## config.mk

```make
export PLATFORM = sky130hd
export DESIGN_NAME = ir_pulse_distance_frame_encoder_unit_flat
export DESIGN_NICKNAME = d
export VERILOG_FILES = /design/src/design/irpd_pkg.sv /design/src/design/irpd_if.sv /design/src/design/ir_pulse_distance_frame_encoder_unit.sv /design/src/flat_wrapper.sv
export SDC_FILE = /design/constraint.sdc
export NUM_CORES = 1
export LEC_CHECK = 0
export ABC_AREA = 1
export BUFFER_PORTS_ARGS = -buffer_cell sky130_fd_sc_hd__clkbuf_2
export CAP_MARGIN = 20
export CORE_ASPECT_RATIO = 1.25
export CORE_MARGIN = 2
export CORE_UTILIZATION = 35
export CTS_CLUSTER_DIAMETER = 30
export CTS_CLUSTER_SIZE = 10
export DETAILED_ROUTE_END_ITERATION = 6
export SLEW_MARGIN = 25
export SYNTH_ARGS = -nofsm -noshare
export SYNTH_HDL_FRONTEND = slang
export SYNTH_SLANG_ARGS = --single-unit
```

## constraint.sdc

```tcl
create_clock -name i_clk -period 3.5 [get_ports i_clk]
set_input_delay 0 -clock i_clk [delete_from_list [all_inputs] [get_ports i_clk]]
set_output_delay 0 -clock i_clk [all_outputs]
set_load 0.01 [all_outputs]
```

## src/design/irpd_pkg.sv

```systemverilog
// ----------------------------------------------------------------------------
// irpd_pkg
// Shared constants and types of the IR pulse-distance frame encoder.
// ----------------------------------------------------------------------------
package irpd_pkg;

    // Frame layout
    localparam int MAIN_BITS    = 28;
    localparam int EXT_BITS     = 32;
    localparam int SHORT_BITS   = 8;
    localparam int TRAILER_BITS = 8;
    localparam int GUARD_ZEROS  = 1;

    // Storage widths
    localparam int SLOT_W      = 6;
    localparam int BIT_IDX_W   = 6;
    localparam int SHIFT_W     = 32;
    localparam int SHIFT_IDX_W = $clog2(SHIFT_W);
    localparam int SEG_W       = 6;
    localparam int SPACE_W     = 3;
    localparam int TRAIL_W     = 8;
    localparam int TRAIL_IDX_W = $clog2(TRAIL_W);
    localparam int CMD_W       = 2;
    localparam int CFG_IDX_W   = 3;
    localparam int CFG_DATA_W  = 8;

    // Register reset values
    localparam logic [SEG_W-1:0]   RST_START_MARK        = 6'd16;
    localparam logic [SEG_W-1:0]   RST_START_SPACE       = 6'd8;
    localparam logic [SEG_W-1:0]   RST_SHORT_START_MARK  = 6'd10;
    localparam logic [SEG_W-1:0]   RST_SHORT_START_SPACE = 6'd5;
    localparam logic [SEG_W-1:0]   RST_GAP               = 6'd34;
    localparam logic [SPACE_W-1:0] RST_ONE_SPACE         = 3'd3;
    localparam logic [SPACE_W-1:0] RST_ZERO_SPACE        = 3'd1;
    localparam logic [TRAIL_W-1:0] RST_TRAILER           = 8'd165;

    typedef enum logic [CMD_W-1:0] {
        CMD_TICK  = 2'd0,
        CMD_LONG  = 2'd1,
        CMD_SHORT = 2'd2
    } t_cmd;

    typedef enum logic [2:0] {
        PH_IDLE   = 3'd0,
        PH_SMARK  = 3'd1,
        PH_SSPACE = 3'd2,
        PH_DATA   = 3'd3,
        PH_TRAIL  = 3'd4,
        PH_GAP    = 3'd5,
        PH_EXT    = 3'd6,
        PH_GUARD  = 3'd7
    } t_phase;

    typedef enum logic [CFG_IDX_W-1:0] {
        REG_START_MARK        = 3'd0,
        REG_START_SPACE       = 3'd1,
        REG_SHORT_START_MARK  = 3'd2,
        REG_SHORT_START_SPACE = 3'd3,
        REG_GAP               = 3'd4,
        REG_ONE_SPACE         = 3'd5,
        REG_ZERO_SPACE        = 3'd6,
        REG_TRAILER           = 3'd7
    } t_cfg_idx;

endpackage

```

## src/design/irpd_if.sv

```systemverilog
// ----------------------------------------------------------------------------
// irpd interfaces
// Command, slot result and register write channels with valid/ready.
// ----------------------------------------------------------------------------
interface irpd_in_if;
    import irpd_pkg::*;

    logic                  valid;
    logic                  ready;
    logic [CMD_W-1:0]      cmd;
    logic [MAIN_BITS-1:0]  main_word;
    logic [EXT_BITS-1:0]   ext_word;
    logic [SHORT_BITS-1:0] short_word;

    modport source (output valid, cmd, main_word, ext_word, short_word, input ready);
    modport sink   (input valid, cmd, main_word, ext_word, short_word, output ready);
endinterface

interface irpd_out_if;
    logic valid;
    logic ready;
    logic carrier_on;
    logic busy_res;
    logic last;

    modport source (output valid, carrier_on, busy_res, last, input ready);
    modport sink   (input valid, carrier_on, busy_res, last, output ready);
endinterface

interface irpd_cfg_if;
    import irpd_pkg::*;

    logic                  valid;
    logic                  ready;
    logic [CFG_IDX_W-1:0]  idx;
    logic [CFG_DATA_W-1:0] wdata;

    modport source (output valid, idx, wdata, input ready);
    modport sink   (input valid, idx, wdata, output ready);
endinterface

```

## src/design/ir_pulse_distance_frame_encoder_unit.sv

```systemverilog
// ----------------------------------------------------------------------------
// ir_pulse_distance_frame_encoder_unit
// Slot-level IR frame encoder: a send command loads a frame, each tick
// transfer returns the carrier level of the next symbol slot.
// ----------------------------------------------------------------------------
// A tick transfer writes its result into the output register. Throughput: one
// command per cycle; input stalls only while a result waits in the output
// register and the sink is not ready. A send command gives no result. Reset
// (synchronous, active low) loads the register defaults, puts the encoder idle
// and empties the output register.
module ir_pulse_distance_frame_encoder_unit (
    input  logic               i_clk,
    input  logic               i_rst_n,
    irpd_in_if.sink            i_in,
    irpd_out_if.source         o_out,
    irpd_cfg_if.sink           i_cfg
);
    import irpd_pkg::*;

    // Configuration registers
    logic [SEG_W-1:0]   r_start_mark, r_start_space;
    logic [SEG_W-1:0]   r_short_start_mark, r_short_start_space, r_gap;
    logic [SPACE_W-1:0] r_one_space, r_zero_space;
    logic [TRAIL_W-1:0] r_trailer;

    // Frame state
    t_phase               r_phase, n_phase;
    logic [SLOT_W-1:0]    r_slot, n_slot;
    logic [BIT_IDX_W-1:0] r_bit, n_bit;
    logic [SHIFT_W-1:0]   r_data, n_data;
    logic [SHIFT_W-1:0]   r_ext, n_ext;
    logic                 r_short, n_short;

    // Result register
    logic r_out_valid, n_out_valid;
    logic r_carrier, n_carrier;
    logic r_busy, n_busy;
    logic r_last, n_last;

    logic                 in_acc;
    logic                 is_tick;
    logic                 cur_bit;
    logic                 level;
    logic                 adv;
    logic [SEG_W-1:0]     unit_len;
    logic [BIT_IDX_W-1:0] units;
    logic [SLOT_W-1:0]    slot_inc;
    logic [BIT_IDX_W-1:0] bit_inc;
    t_phase               succ;

    // Resolve the phase to enter: skip empty segments and empty phases.
    function automatic t_phase f_enter(
        input t_phase ph,
        input logic   sm,
        input logic   smark_zero,
        input logic   sspace_zero,
        input logic   gap_zero
    );
        t_phase p;
        p = ph;
        if (p == PH_SMARK && smark_zero) begin
            p = PH_SSPACE;
        end
        if (p == PH_SSPACE && sspace_zero) begin
            p = PH_DATA;
        end
        if (p == PH_GAP && (sm || gap_zero)) begin
            p = PH_EXT;
        end
        if (p == PH_EXT && sm) begin
            p = PH_GUARD;
        end
        if (p == PH_GUARD && GUARD_ZEROS == 0) begin
            p = PH_IDLE;
        end
        return p;
    endfunction

    assign in_acc      = i_in.valid && i_in.ready;
    assign i_in.ready  = !r_out_valid || o_out.ready;
    assign i_cfg.ready = 1'b1;

    assign o_out.valid      = r_out_valid;
    assign o_out.carrier_on = r_carrier;
    assign o_out.busy_res   = r_busy;
    assign o_out.last       = r_last;

    // Register writes
    always_ff @(posedge i_clk) begin
        if (!i_rst_n) begin
            r_start_mark        <= RST_START_MARK;
            r_start_space       <= RST_START_SPACE;
            r_short_start_mark  <= RST_SHORT_START_MARK;
            r_short_start_space <= RST_SHORT_START_SPACE;
            r_gap               <= RST_GAP;
            r_one_space         <= RST_ONE_SPACE;
            r_zero_space        <= RST_ZERO_SPACE;
            r_trailer           <= RST_TRAILER;
        end else if (i_cfg.valid && i_cfg.ready) begin
            unique case (t_cfg_idx'(i_cfg.idx))
                REG_START_MARK:        r_start_mark        <= i_cfg.wdata[SEG_W-1:0];
                REG_START_SPACE:       r_start_space       <= i_cfg.wdata[SEG_W-1:0];
                REG_SHORT_START_MARK:  r_short_start_mark  <= i_cfg.wdata[SEG_W-1:0];
                REG_SHORT_START_SPACE: r_short_start_space <= i_cfg.wdata[SEG_W-1:0];
                REG_GAP:               r_gap               <= i_cfg.wdata[SEG_W-1:0];
                REG_ONE_SPACE:         r_one_space         <= i_cfg.wdata[SPACE_W-1:0];
                REG_ZERO_SPACE:        r_zero_space        <= i_cfg.wdata[SPACE_W-1:0];
                REG_TRAILER:           r_trailer           <= i_cfg.wdata[TRAIL_W-1:0];
                default: ;
            endcase
        end
    end

    // Current slot decode
    always_comb begin
        unique case (r_phase)
            PH_DATA:  cur_bit = r_data[r_bit[SHIFT_IDX_W-1:0]];
            PH_TRAIL: cur_bit = r_trailer[r_bit[TRAIL_IDX_W-1:0]];
            PH_EXT:   cur_bit = r_ext[r_bit[SHIFT_IDX_W-1:0]];
            default:  cur_bit = 1'b0;
        endcase

        unique case (r_phase)
            PH_SMARK:  unit_len = r_short ? r_short_start_mark : r_start_mark;
            PH_SSPACE: unit_len = r_short ? r_short_start_space : r_start_space;
            PH_GAP:    unit_len = r_gap;
            PH_DATA, PH_TRAIL, PH_EXT, PH_GUARD:
                unit_len = SEG_W'(cur_bit ? r_one_space : r_zero_space) + SEG_W'(1);
            default:   unit_len = '0;
        endcase

        unique case (r_phase)
            PH_SMARK, PH_SSPACE: units = BIT_IDX_W'(1);
            PH_DATA:  units = r_short ? BIT_IDX_W'(SHORT_BITS) : BIT_IDX_W'(MAIN_BITS);
            PH_TRAIL: units = BIT_IDX_W'(TRAILER_BITS);
            PH_GAP:   units = r_short ? '0 : BIT_IDX_W'(1);
            PH_EXT:   units = r_short ? '0 : BIT_IDX_W'(EXT_BITS);
            PH_GUARD: units = BIT_IDX_W'(GUARD_ZEROS);
            default:  units = '0;
        endcase

        unique case (r_phase)
            PH_SMARK: level = 1'b1;
            PH_DATA, PH_TRAIL, PH_EXT, PH_GUARD: level = (r_slot == '0);
            default:  level = 1'b0;
        endcase

        unique case (r_phase)
            PH_IDLE:   succ = PH_IDLE;
            PH_SMARK:  succ = PH_SSPACE;
            PH_SSPACE: succ = PH_DATA;
            PH_DATA:   succ = PH_TRAIL;
            PH_TRAIL:  succ = PH_GAP;
            PH_GAP:    succ = PH_EXT;
            PH_EXT:    succ = PH_GUARD;
            PH_GUARD:  succ = PH_IDLE;
            default:   succ = PH_IDLE;
        endcase

        slot_inc = r_slot + SLOT_W'(1);
        bit_inc  = r_bit + BIT_IDX_W'(1);
        adv      = (slot_inc >= unit_len) || (slot_inc == '0);
    end

    // Next state and result
    always_comb begin
        n_phase     = r_phase;
        n_slot      = r_slot;
        n_bit       = r_bit;
        n_data      = r_data;
        n_ext       = r_ext;
        n_short     = r_short;
        n_carrier   = r_carrier;
        n_busy      = r_busy;
        n_last      = r_last;
        is_tick     = 1'b0;

        if (in_acc) begin
            unique case (i_in.cmd)
                CMD_TICK: begin
                    is_tick = 1'b1;
                    if (r_phase != PH_IDLE) begin
                        if (adv) begin
                            n_slot = '0;
                            if (bit_inc >= units) begin
                                n_bit   = '0;
                                n_phase = f_enter(succ, r_short,
                                    (r_short ? r_short_start_mark : r_start_mark) == '0,
                                    (r_short ? r_short_start_space : r_start_space) == '0,
                                    r_gap == '0);
                            end else begin
                                n_bit = bit_inc;
                            end
                        end else begin
                            n_slot = slot_inc;
                        end
                    end
                    n_carrier = level;
                    n_busy    = (r_phase != PH_IDLE);
                    n_last    = (r_phase != PH_IDLE) && (n_phase == PH_IDLE);
                end
                CMD_LONG, CMD_SHORT: begin
                    n_short = (i_in.cmd == CMD_SHORT);
                    if (n_short) begin
                        n_data = SHIFT_W'(i_in.short_word);
                        n_ext  = '0;
                    end else begin
                        n_data = SHIFT_W'(i_in.main_word);
                        n_ext  = SHIFT_W'(i_in.ext_word);
                    end
                    n_slot  = '0;
                    n_bit   = '0;
                    n_phase = f_enter(PH_SMARK, n_short,
                        (n_short ? r_short_start_mark : r_start_mark) == '0,
                        (n_short ? r_short_start_space : r_start_space) == '0,
                        r_gap == '0);
                end
                default: ;
            endcase
        end

        // hold a waiting result until the sink takes it
        if (in_acc) begin
            n_out_valid = is_tick;
        end else begin
            n_out_valid = r_out_valid && !o_out.ready;
        end
    end

    always_ff @(posedge i_clk) begin
        if (!i_rst_n) begin
            r_phase     <= PH_IDLE;
            r_slot      <= '0;
            r_bit       <= '0;
            r_data      <= '0;
            r_ext       <= '0;
            r_short     <= 1'b0;
            r_out_valid <= 1'b0;
        end else begin
            r_phase     <= n_phase;
            r_slot      <= n_slot;
            r_bit       <= n_bit;
            r_data      <= n_data;
            r_ext       <= n_ext;
            r_short     <= n_short;
            r_out_valid <= n_out_valid;
        end
    end

    always_ff @(posedge i_clk) begin
        r_carrier <= n_carrier;
        r_busy    <= n_busy;
        r_last    <= n_last;
    end

    // Idle encoder keeps its counters cleared
    a_idle_clear: assert property (@(posedge i_clk) disable iff (!i_rst_n)
        r_phase == PH_IDLE |-> r_slot == '0 && r_bit == '0)
        else $error("counters not cleared while idle");

    // A send always lands in a phase that has slots to emit
    a_send_starts: assert property (@(posedge i_clk) disable iff (!i_rst_n)
        in_acc && (i_in.cmd == CMD_LONG || i_in.cmd == CMD_SHORT) |=> r_phase != PH_IDLE)
        else $error("send left the encoder idle");

    // A tick while idle returns an idle slot
    a_idle_tick: assert property (@(posedge i_clk) disable iff (!i_rst_n)
        in_acc && i_in.cmd == CMD_TICK && r_phase == PH_IDLE
        |=> r_out_valid && !r_busy && !r_carrier && !r_last)
        else $error("idle tick gave a frame slot");

    // Carrier and frame end only inside a frame
    a_frame_flags: assert property (@(posedge i_clk) disable iff (!i_rst_n)
        r_out_valid && (r_carrier || r_last) |-> r_busy)
        else $error("carrier or last outside a frame");

    // Frame end leaves the encoder idle
    a_last_idle: assert property (@(posedge i_clk) disable iff (!i_rst_n)
        in_acc && i_in.cmd == CMD_TICK |=> !r_last || r_phase == PH_IDLE)
        else $error("last slot but frame still running");

endmodule

```

## src/flat_wrapper.sv

```systemverilog
// flat-port wrapper written by rule: the top's interface ports become plain ports
module ir_pulse_distance_frame_encoder_unit_flat import irpd_pkg::*;
  (i_clk, i_rst_n, i_in_valid, i_in_cmd, i_in_main_word, i_in_ext_word, i_in_short_word, i_in_ready, o_out_valid, o_out_carrier_on, o_out_busy_res, o_out_last, o_out_ready, i_cfg_valid, i_cfg_idx, i_cfg_wdata, i_cfg_ready);
  irpd_in_if i_in_i ();
  irpd_out_if o_out_i ();
  irpd_cfg_if i_cfg_i ();
  input  logic i_clk;
  input  logic i_rst_n;
  input wire logic [$bits(i_in_i.valid)-1:0] i_in_valid;
  input wire logic [$bits(i_in_i.cmd)-1:0] i_in_cmd;
  input wire logic [$bits(i_in_i.main_word)-1:0] i_in_main_word;
  input wire logic [$bits(i_in_i.ext_word)-1:0] i_in_ext_word;
  input wire logic [$bits(i_in_i.short_word)-1:0] i_in_short_word;
  output wire logic [$bits(i_in_i.ready)-1:0] i_in_ready;
  output wire logic [$bits(o_out_i.valid)-1:0] o_out_valid;
  output wire logic [$bits(o_out_i.carrier_on)-1:0] o_out_carrier_on;
  output wire logic [$bits(o_out_i.busy_res)-1:0] o_out_busy_res;
  output wire logic [$bits(o_out_i.last)-1:0] o_out_last;
  input wire logic [$bits(o_out_i.ready)-1:0] o_out_ready;
  input wire logic [$bits(i_cfg_i.valid)-1:0] i_cfg_valid;
  input wire logic [$bits(i_cfg_i.idx)-1:0] i_cfg_idx;
  input wire logic [$bits(i_cfg_i.wdata)-1:0] i_cfg_wdata;
  output wire logic [$bits(i_cfg_i.ready)-1:0] i_cfg_ready;
  assign i_in_i.valid = i_in_valid;
  assign i_in_i.cmd = i_in_cmd;
  assign i_in_i.main_word = i_in_main_word;
  assign i_in_i.ext_word = i_in_ext_word;
  assign i_in_i.short_word = i_in_short_word;
  assign i_in_ready = i_in_i.ready;
  assign o_out_valid = o_out_i.valid;
  assign o_out_carrier_on = o_out_i.carrier_on;
  assign o_out_busy_res = o_out_i.busy_res;
  assign o_out_last = o_out_i.last;
  assign o_out_i.ready = o_out_ready;
  assign i_cfg_i.valid = i_cfg_valid;
  assign i_cfg_i.idx = i_cfg_idx;
  assign i_cfg_i.wdata = i_cfg_wdata;
  assign i_cfg_ready = i_cfg_i.ready;
  ir_pulse_distance_frame_encoder_unit u_core (.i_clk(i_clk), .i_rst_n(i_rst_n), .i_in(i_in_i), .o_out(o_out_i), .i_cfg(i_cfg_i));
endmodule
```

* Word level (Yosys, flattened, before mapping)
Memories as Yosys holds them, arrays and structs flattened. A register that Yosys moved wholly into a read port is not among the register bits.
Index checks and enable logic that the tools add are counted.
W data, S select, Z words.
** Word-level totals
- Bits in registers :: 128
- ROM bits :: 24
- Input port bits :: 86
- Output and inout port bits :: 6
- Logic and storage cells :: 161
- Memories :: 1
** Memories
- (name not given) :: depth 8, bits a word 3, read ports 1, clocked after memory_dff 1, wr ports 0, line ir_pulse_distance_frame_encoder_unit.sv:148 : unique case (r_phase)
** Operators by class
- Add/sub/neg operators :: 3
- Magnitude comparators :: 4
- Equality and inequality tests :: 25
- Multiplexer cells :: 66
- Reduce and logical (&&, ||, !) cells :: 44
** Operators with widths (number)
- $mux W3 :: 36
- $mux W6 :: 10
- $logic_not A6 Y1 :: 7
- $eq A3 B3 Y1 const B :: 12
- $mux W32 :: 1
- $pmux W6 S5 :: 1
- $mux W28 :: 1
- $pmux W6 S2 :: 2
- $pmux W6 S4 :: 1
- $reduce_and A2 Y1 :: 11
- $add A6 B1 Y6 const B :: 3
- $eq A3 B2 Y1 const B :: 6
- $ge A6 B6 Y1 :: 2
- $bmux W1 S5 :: 2
- $logic_and A1 B1 Y1 :: 10
- $eq A3 B1 Y1 const B :: 3
- $logic_not A3 Y1 :: 2
- $lt A5 B6 Y1 const B :: 1
- $mux W1 :: 6
- $pmux W3 S2 :: 1
- $mux W5 :: 1
- $logic_or A1 B1 Y1 :: 4
- $lt A3 B4 Y1 const B :: 1
- $ne A2 B1 Y1 const B :: 2
- 15 further kinds :: 16

* Depth between registers and ports, before layout
- Depth in word-level cells :: 39
- Mapped depth :: 39
- Depth with buffers taken out :: 38

* Worst setup path before layout
OpenSTA, ideal clock, no wires.
- Path type :: register to register
- Start point :: reg u_core.r_bit[0]
- End point :: reg, netlist name u_core.succ[1]
- Setup time :: 0.122 ns
- Arrival time :: 3.601 ns
- Required time :: 3.378 ns
- Slack :: -0.223 ns
- Cell stages (with the launch flop) :: 33
- Buffers on the path :: 2
- Period minus slack after synthesis :: 3.723 ns
- Path through :: dfxtp_1 > buf_6 > inv_4 > buf_6 > nand2_1 > nand3_1 > nand3_1 > nand3_1 > nand2_1 > nand2_1 > nand2_1 > nand2_2 > nand3_4 > nand2_1 > and2_1 > ha_1 > a221oi_1 > ha_1 > inv_1 > nor2_1 > o21ai_0 > o211ai_1 > nor2_1 > nand2_2 > nand2_1 > nand3b_1 > nand2_1 > nand2_1 > nand2_1 > nand2_1 > nand2_2 > inv_1 > ha_1
** Between the ends
- Cells in the longest elaborated chain, start to end :: 15
- Elaborated cells on any way between the ends :: 22
- Those cells by class :: 2 x add/sub; 2 x order compare; 17 x mux; 1 x reduce/logical
** RTL lines
- from (decl) :: line ir_pulse_distance_frame_encoder_unit.sv:29 : logic [BIT_IDX_W-1:0] r_bit, n_bit;
- from (signal assigned) :: line ir_pulse_distance_frame_encoder_unit.sv:242 : r_bit <= n_bit;
- $bmux W1 S5 (tied with other cells) :: line ir_pulse_distance_frame_encoder_unit.sv:119 : PH_EXT: cur_bit = r_ext[r_bit[SHIFT_IDX_W-1:0]];
- $mux W1 (on tied branches) :: line ir_pulse_distance_frame_encoder_unit.sv:119, ir_pulse_distance_frame_encoder_unit.sv:117, ir_pulse_distance_frame_encoder_unit.sv:118
- $pmux W1 S3 :: line ir_pulse_distance_frame_encoder_unit.sv:116 : unique case (r_phase)
- $mux W3 :: line ir_pulse_distance_frame_encoder_unit.sv:128 : unit_len = SEG_W'(cur_bit ? r_one_space : r_zero_space) + SEG_W'(1);
- $add A6 B1 Y6 :: line ir_pulse_distance_frame_encoder_unit.sv:128
- $pmux W6 S4 :: line ir_pulse_distance_frame_encoder_unit.sv:123 : unique case (r_phase)
- $ge A6 B6 Y1 :: line ir_pulse_distance_frame_encoder_unit.sv:162 : adv = (slot_inc >= unit_len) || (slot_inc == '0);
- $logic_or A1 B1 Y1 :: line ir_pulse_distance_frame_encoder_unit.sv:162
- $mux W3 * :: line ir_pulse_distance_frame_encoder_unit.sv:183 : if (adv) begin
- $mux W3 * :: line ir_pulse_distance_frame_encoder_unit.sv:182 : if (r_phase != PH_IDLE) begin
- $mux W3 * :: line ir_pulse_distance_frame_encoder_unit.sv:179 : unique case (i_in.cmd)
- $mux W3 * :: line ir_pulse_distance_frame_encoder_unit.sv:178 : if (in_acc) begin
- $pmux W3 S2 * :: line ir_pulse_distance_frame_encoder_unit.sv:179
- $mux W3 (no source line) * (2 in a row)
Mark *: on every way between the ends. The rest lies on a longest branch, timed or not. The select of a mux whose other input is x is not followed.
A chain may end at the register's enable or synchronous reset.

* Final worst setup path
- Start point :: reg u_core.r_bit[0]
- End point :: reg, netlist name u_core.succ[1]
** Between the ends
- Cells in the longest elaborated chain, start to end :: 15
- Elaborated cells on any way between the ends :: 22
- Those cells by class :: 2 x add/sub; 2 x order compare; 17 x mux; 1 x reduce/logical
** RTL lines (line)
- $bmux W1 S5 (tied with other cells) :: ir_pulse_distance_frame_encoder_unit.sv:119
- $mux W1 (on tied branches) :: ir_pulse_distance_frame_encoder_unit.sv:119, ir_pulse_distance_frame_encoder_unit.sv:117, ir_pulse_distance_frame_encoder_unit.sv:118
- $pmux W1 S3 :: ir_pulse_distance_frame_encoder_unit.sv:116
- $mux W3 :: ir_pulse_distance_frame_encoder_unit.sv:128
- $add A6 B1 Y6 :: ir_pulse_distance_frame_encoder_unit.sv:128
- $pmux W6 S4 :: ir_pulse_distance_frame_encoder_unit.sv:123
- $ge A6 B6 Y1 :: ir_pulse_distance_frame_encoder_unit.sv:162
- $logic_or A1 B1 Y1 :: ir_pulse_distance_frame_encoder_unit.sv:162
- $mux W3 * :: ir_pulse_distance_frame_encoder_unit.sv:183
- $mux W3 * :: ir_pulse_distance_frame_encoder_unit.sv:182
- $mux W3 * :: ir_pulse_distance_frame_encoder_unit.sv:179
- $mux W3 * :: ir_pulse_distance_frame_encoder_unit.sv:178
- $pmux W3 S2 * :: ir_pulse_distance_frame_encoder_unit.sv:179
- $mux W3 (no source line) * (2 in a row)
Marks and branches as above.

==> out/results.ini <==
[run_status]
status=complete, but fails checks
violations=negative setup slack

[timing]
whs_ps=6.62
clock.fmax_mhz=256
setup_viol=19
hold_viol_final=0
tightest_slew_ps=617
clock-skew-final_ps=9.84
setup-tns-final_ps=-4680
post-route-period-util_pct=112
layout_min_cycle_time_ps=3910
setup_slack_ps=-408
relSlewSlack_pct=58.8
rsz0062_at_grt=true
finalMaxSlewViolations=0

[worst_setup_path]
worstSetupEndpointType=register
endpoint=u_core.succ[1]$_DFF_P_
startpoint=u_core.r_bit[0]$_SDFFE_PN0P_
crit_top_cell=nand2_1
crit_path_top_delay_cell=dfxtp_4
slowest_delay_ps=440
worst_ep_arrival_time_ps=4220
criticalPathCategory=reg -> reg
worst_r2r_path_depth=31
crit_path_max_fanout=8
rrSetupSlack_ps=-410
worstReg2RegEnd=u_core.succ[1]$_DFF_P_
crit_path_start_kind=register
cp_num_cells=31
timing.rr.start=u_core.r_bit[0]$_SDFFE_PN0P_
critPathTopFamily=simple AND/OR/NAND/NOR gates
critPathRequiredTime_ps=3810
critPathBufInv=3

[synth]
netlist_instances=953
synth_area_leaders=dfxtp_1 38%, nand2_1 13%, nor2_1 7.7%
yosysWarnings=0
syn_area_per_cell_sq_um=6.93
synth_top_family_by_area=simple AND/OR/NAND/NOR gates
synth-simple-area-share_pct=28.2
synth_xor_area_share_pct=1.06
syn_nets=1060
muxShareOfSynthArea_pct=0.303
yosysTopAreaCell=dfxtp_1
ys.flop_type=dfxtp_1
synth_area_sq_um=6600
postSynth.asyncResetShare_pct=0
synth_compound_area_share_pct=17.6
synthDistinctLibCells=46
yosysTopAreaCellShare_pct=37.6
ys_seq_area_share_pct=39.0
synth-seq-cells=127
synth-adder-area-share_pct=3.98
synth-edff-count=3

[global_route]
grt_pass1_vias=6734
antenna_found_initial=0
grt_max_degree=59
grt_use_total_pct=20.2
gr-total-overflow=0
grt_pass1_wl_um=32100

[placed_design]
hpwl_um=13300
io_buffers=90
place.gp.congestion=0.834
place_area_sq_um=7510

[route]
top_layer=met4
drc=0
drt_iter0_markers=522
wl_met2_um=10200
wl_um=19900
avgRoutedWirePerCell_um=14.2
wl_met1_um=8310
postRouteAntennaNets=0
met3_length_um=730
via_per_inst=4.94
via_count=6937
drt-pass1-iter-count=5

[clocking]
clkTransAtPathRegs_ps=60
cts_buffer_depth=2
cts_tree=built
cts_root_buf=clkbuf_16
cts.sink_count=127
cts_buffers=17
clk_latency_ps=430
h-tree-depth=4

[floorplanning]
pin_count=92
initial_core_util_pct=35.4
die-area_sq_um=20000
rows=56
die_height_um=158
core_area_sq_um=18600
fp.dieW_um=127

[job]
cap_violations=0

[cells_and_area]
utilization_pct=49.1
final_common_cell=nand2_1
layout_common_cells=219 x nand2_1, 133 x nor2_1, 123 x dfxtp_1
num-nets-final=1268
antenna_cells=0
fillers=1910
synthToLayoutAreaGrowth_pct=38.6
final_layout_size_suffix_gt1_share_pct=19.9
fin_area_sq_um=9150

[power]
powerDensity_nw_per_um2=449
p_leak_uw=0.00413
power.total_uw=4110
ir_worst_vdd_uv=329

[worst_hold_path]
hp-class=in -> reg

[final cells by class]
cell class	instances	area [sq um]	area share, %
Clock buffer	20	457	4.99
Clock inverter	10	88.8	0.971
Inverter	110	418	4.57
Multi-Input combinational cell	674	3520	38.4
Sequential cell	127	2580	28.2
Tap cell	232	290	3.17
Timing Repair Buffer	231	1800	19.7
[tightest hold or removal path: cells and delay by family]
| family | cells | cell delay (ps) |
|---|---|---|
| AOI/OAI and AO/OA | 1 | 90 |
| buffers and inverters | 2 | 110 |
| and+or+nand+nor | 2 | 190 |
[report_power, final]
part           internal [uW]  total (uW)  switching (uW)
clock network           1000        1650             652
registers               1530        1580            54.4
logic                    398         874             476
[cells in the mapped netlist, types with 6 or more instances]
cell type  instances
clkbuf_1          20
a21oi_1           47
xor2_1             7
dfxtp_1          124
nor2_1           136
nand2_1          227
nand4_1           10
o21ai_0           60
inv_1            104
o211ai_1           8
o21ai_1            6
nor3_1             7
ha_1              21
buf_6              7
buf_2             10
a22oi_1           42
a31oi_1            8
nand3_1           50
[metrics by stage]
stage	setup WS [ps]	cells
finish	-408	1404
global route	-709	1404
CTS	-362	1399
detailed placement	-404	1278
global placement	-340	1278
floorplan	-123	953
[registers in the layout, indices dropped and copies added, names as in the netlist, 3 cells and up]
| signal | cells |
|---|---|
| u_core.r_ext | 32 |
| u_core.r_data | 28 |
| u_core.r_trailer | 8 |
| u_core.r_bit | 6 |
| u_core.r_gap | 6 |
| u_core.r_short_start_mark | 6 |
| u_core.r_short_start_space | 6 |
| u_core.r_slot | 6 |
| u_core.r_start_mark | 6 |
| u_core.r_start_space | 6 |
| u_core.r_one_space | 3 |
| u_core.r_phase | 3 |
| u_core.r_zero_space | 3 |
| u_core.succ | 3 |
[logic make-up (layout without fill, tap and decap cells)]
logic type | Yosys count | in the layout
buffers and inverters | 152 | 371
xor gates and xnor gates | 8 | 8
other | 1 | 1
muxes | 2 | 2
adders and majority gates | 21 | 21
AOI/OAI and AO/OA | 192 | 192
and+or+nand+nor | 450 | 450
DFF | 127 | 127
[what timing repair did]
action | in CTS | in global routing
hold buffers | 77 | 0
cloned | 3 | 0
resized for setup | 20 | 18
setup endpoints to repair | 19 | 19
setup buffers | 12 | 7
pin swaps | 7 | 24
hold endpoints to repair | 96 | 0
[worst min path at each step]
stage                              start                                    endpoint  depth (start not counted)
after floorplan              o_out_ready                                  i_in_ready                          2
after global placement    i_cfg_wdata[7]            u_core.r_trailer[7]$_SDFFE_PN1P_                          3
after detailed placement  i_cfg_wdata[7]            u_core.r_trailer[7]$_SDFFE_PN1P_                          3
after CTS                   i_cfg_idx[0]         u_core.r_start_mark[4]$_SDFFE_PN1P_                          6
after global routing        i_cfg_idx[0]  u_core.r_short_start_space[2]$_SDFFE_PN1P_                          5
final                         i_in_valid               u_core.o_out.valid$_SDFF_PN0_                          5
[layer usage]
layer / up-vias / track usage, %
li1: 3537 / -
met1: 3203 / 22.2
met2: 149 / 37.2
met3: 48 / 4.15
met4: 0 / 9.58
met5: - / 0
(Power assumes the default switching activity.)
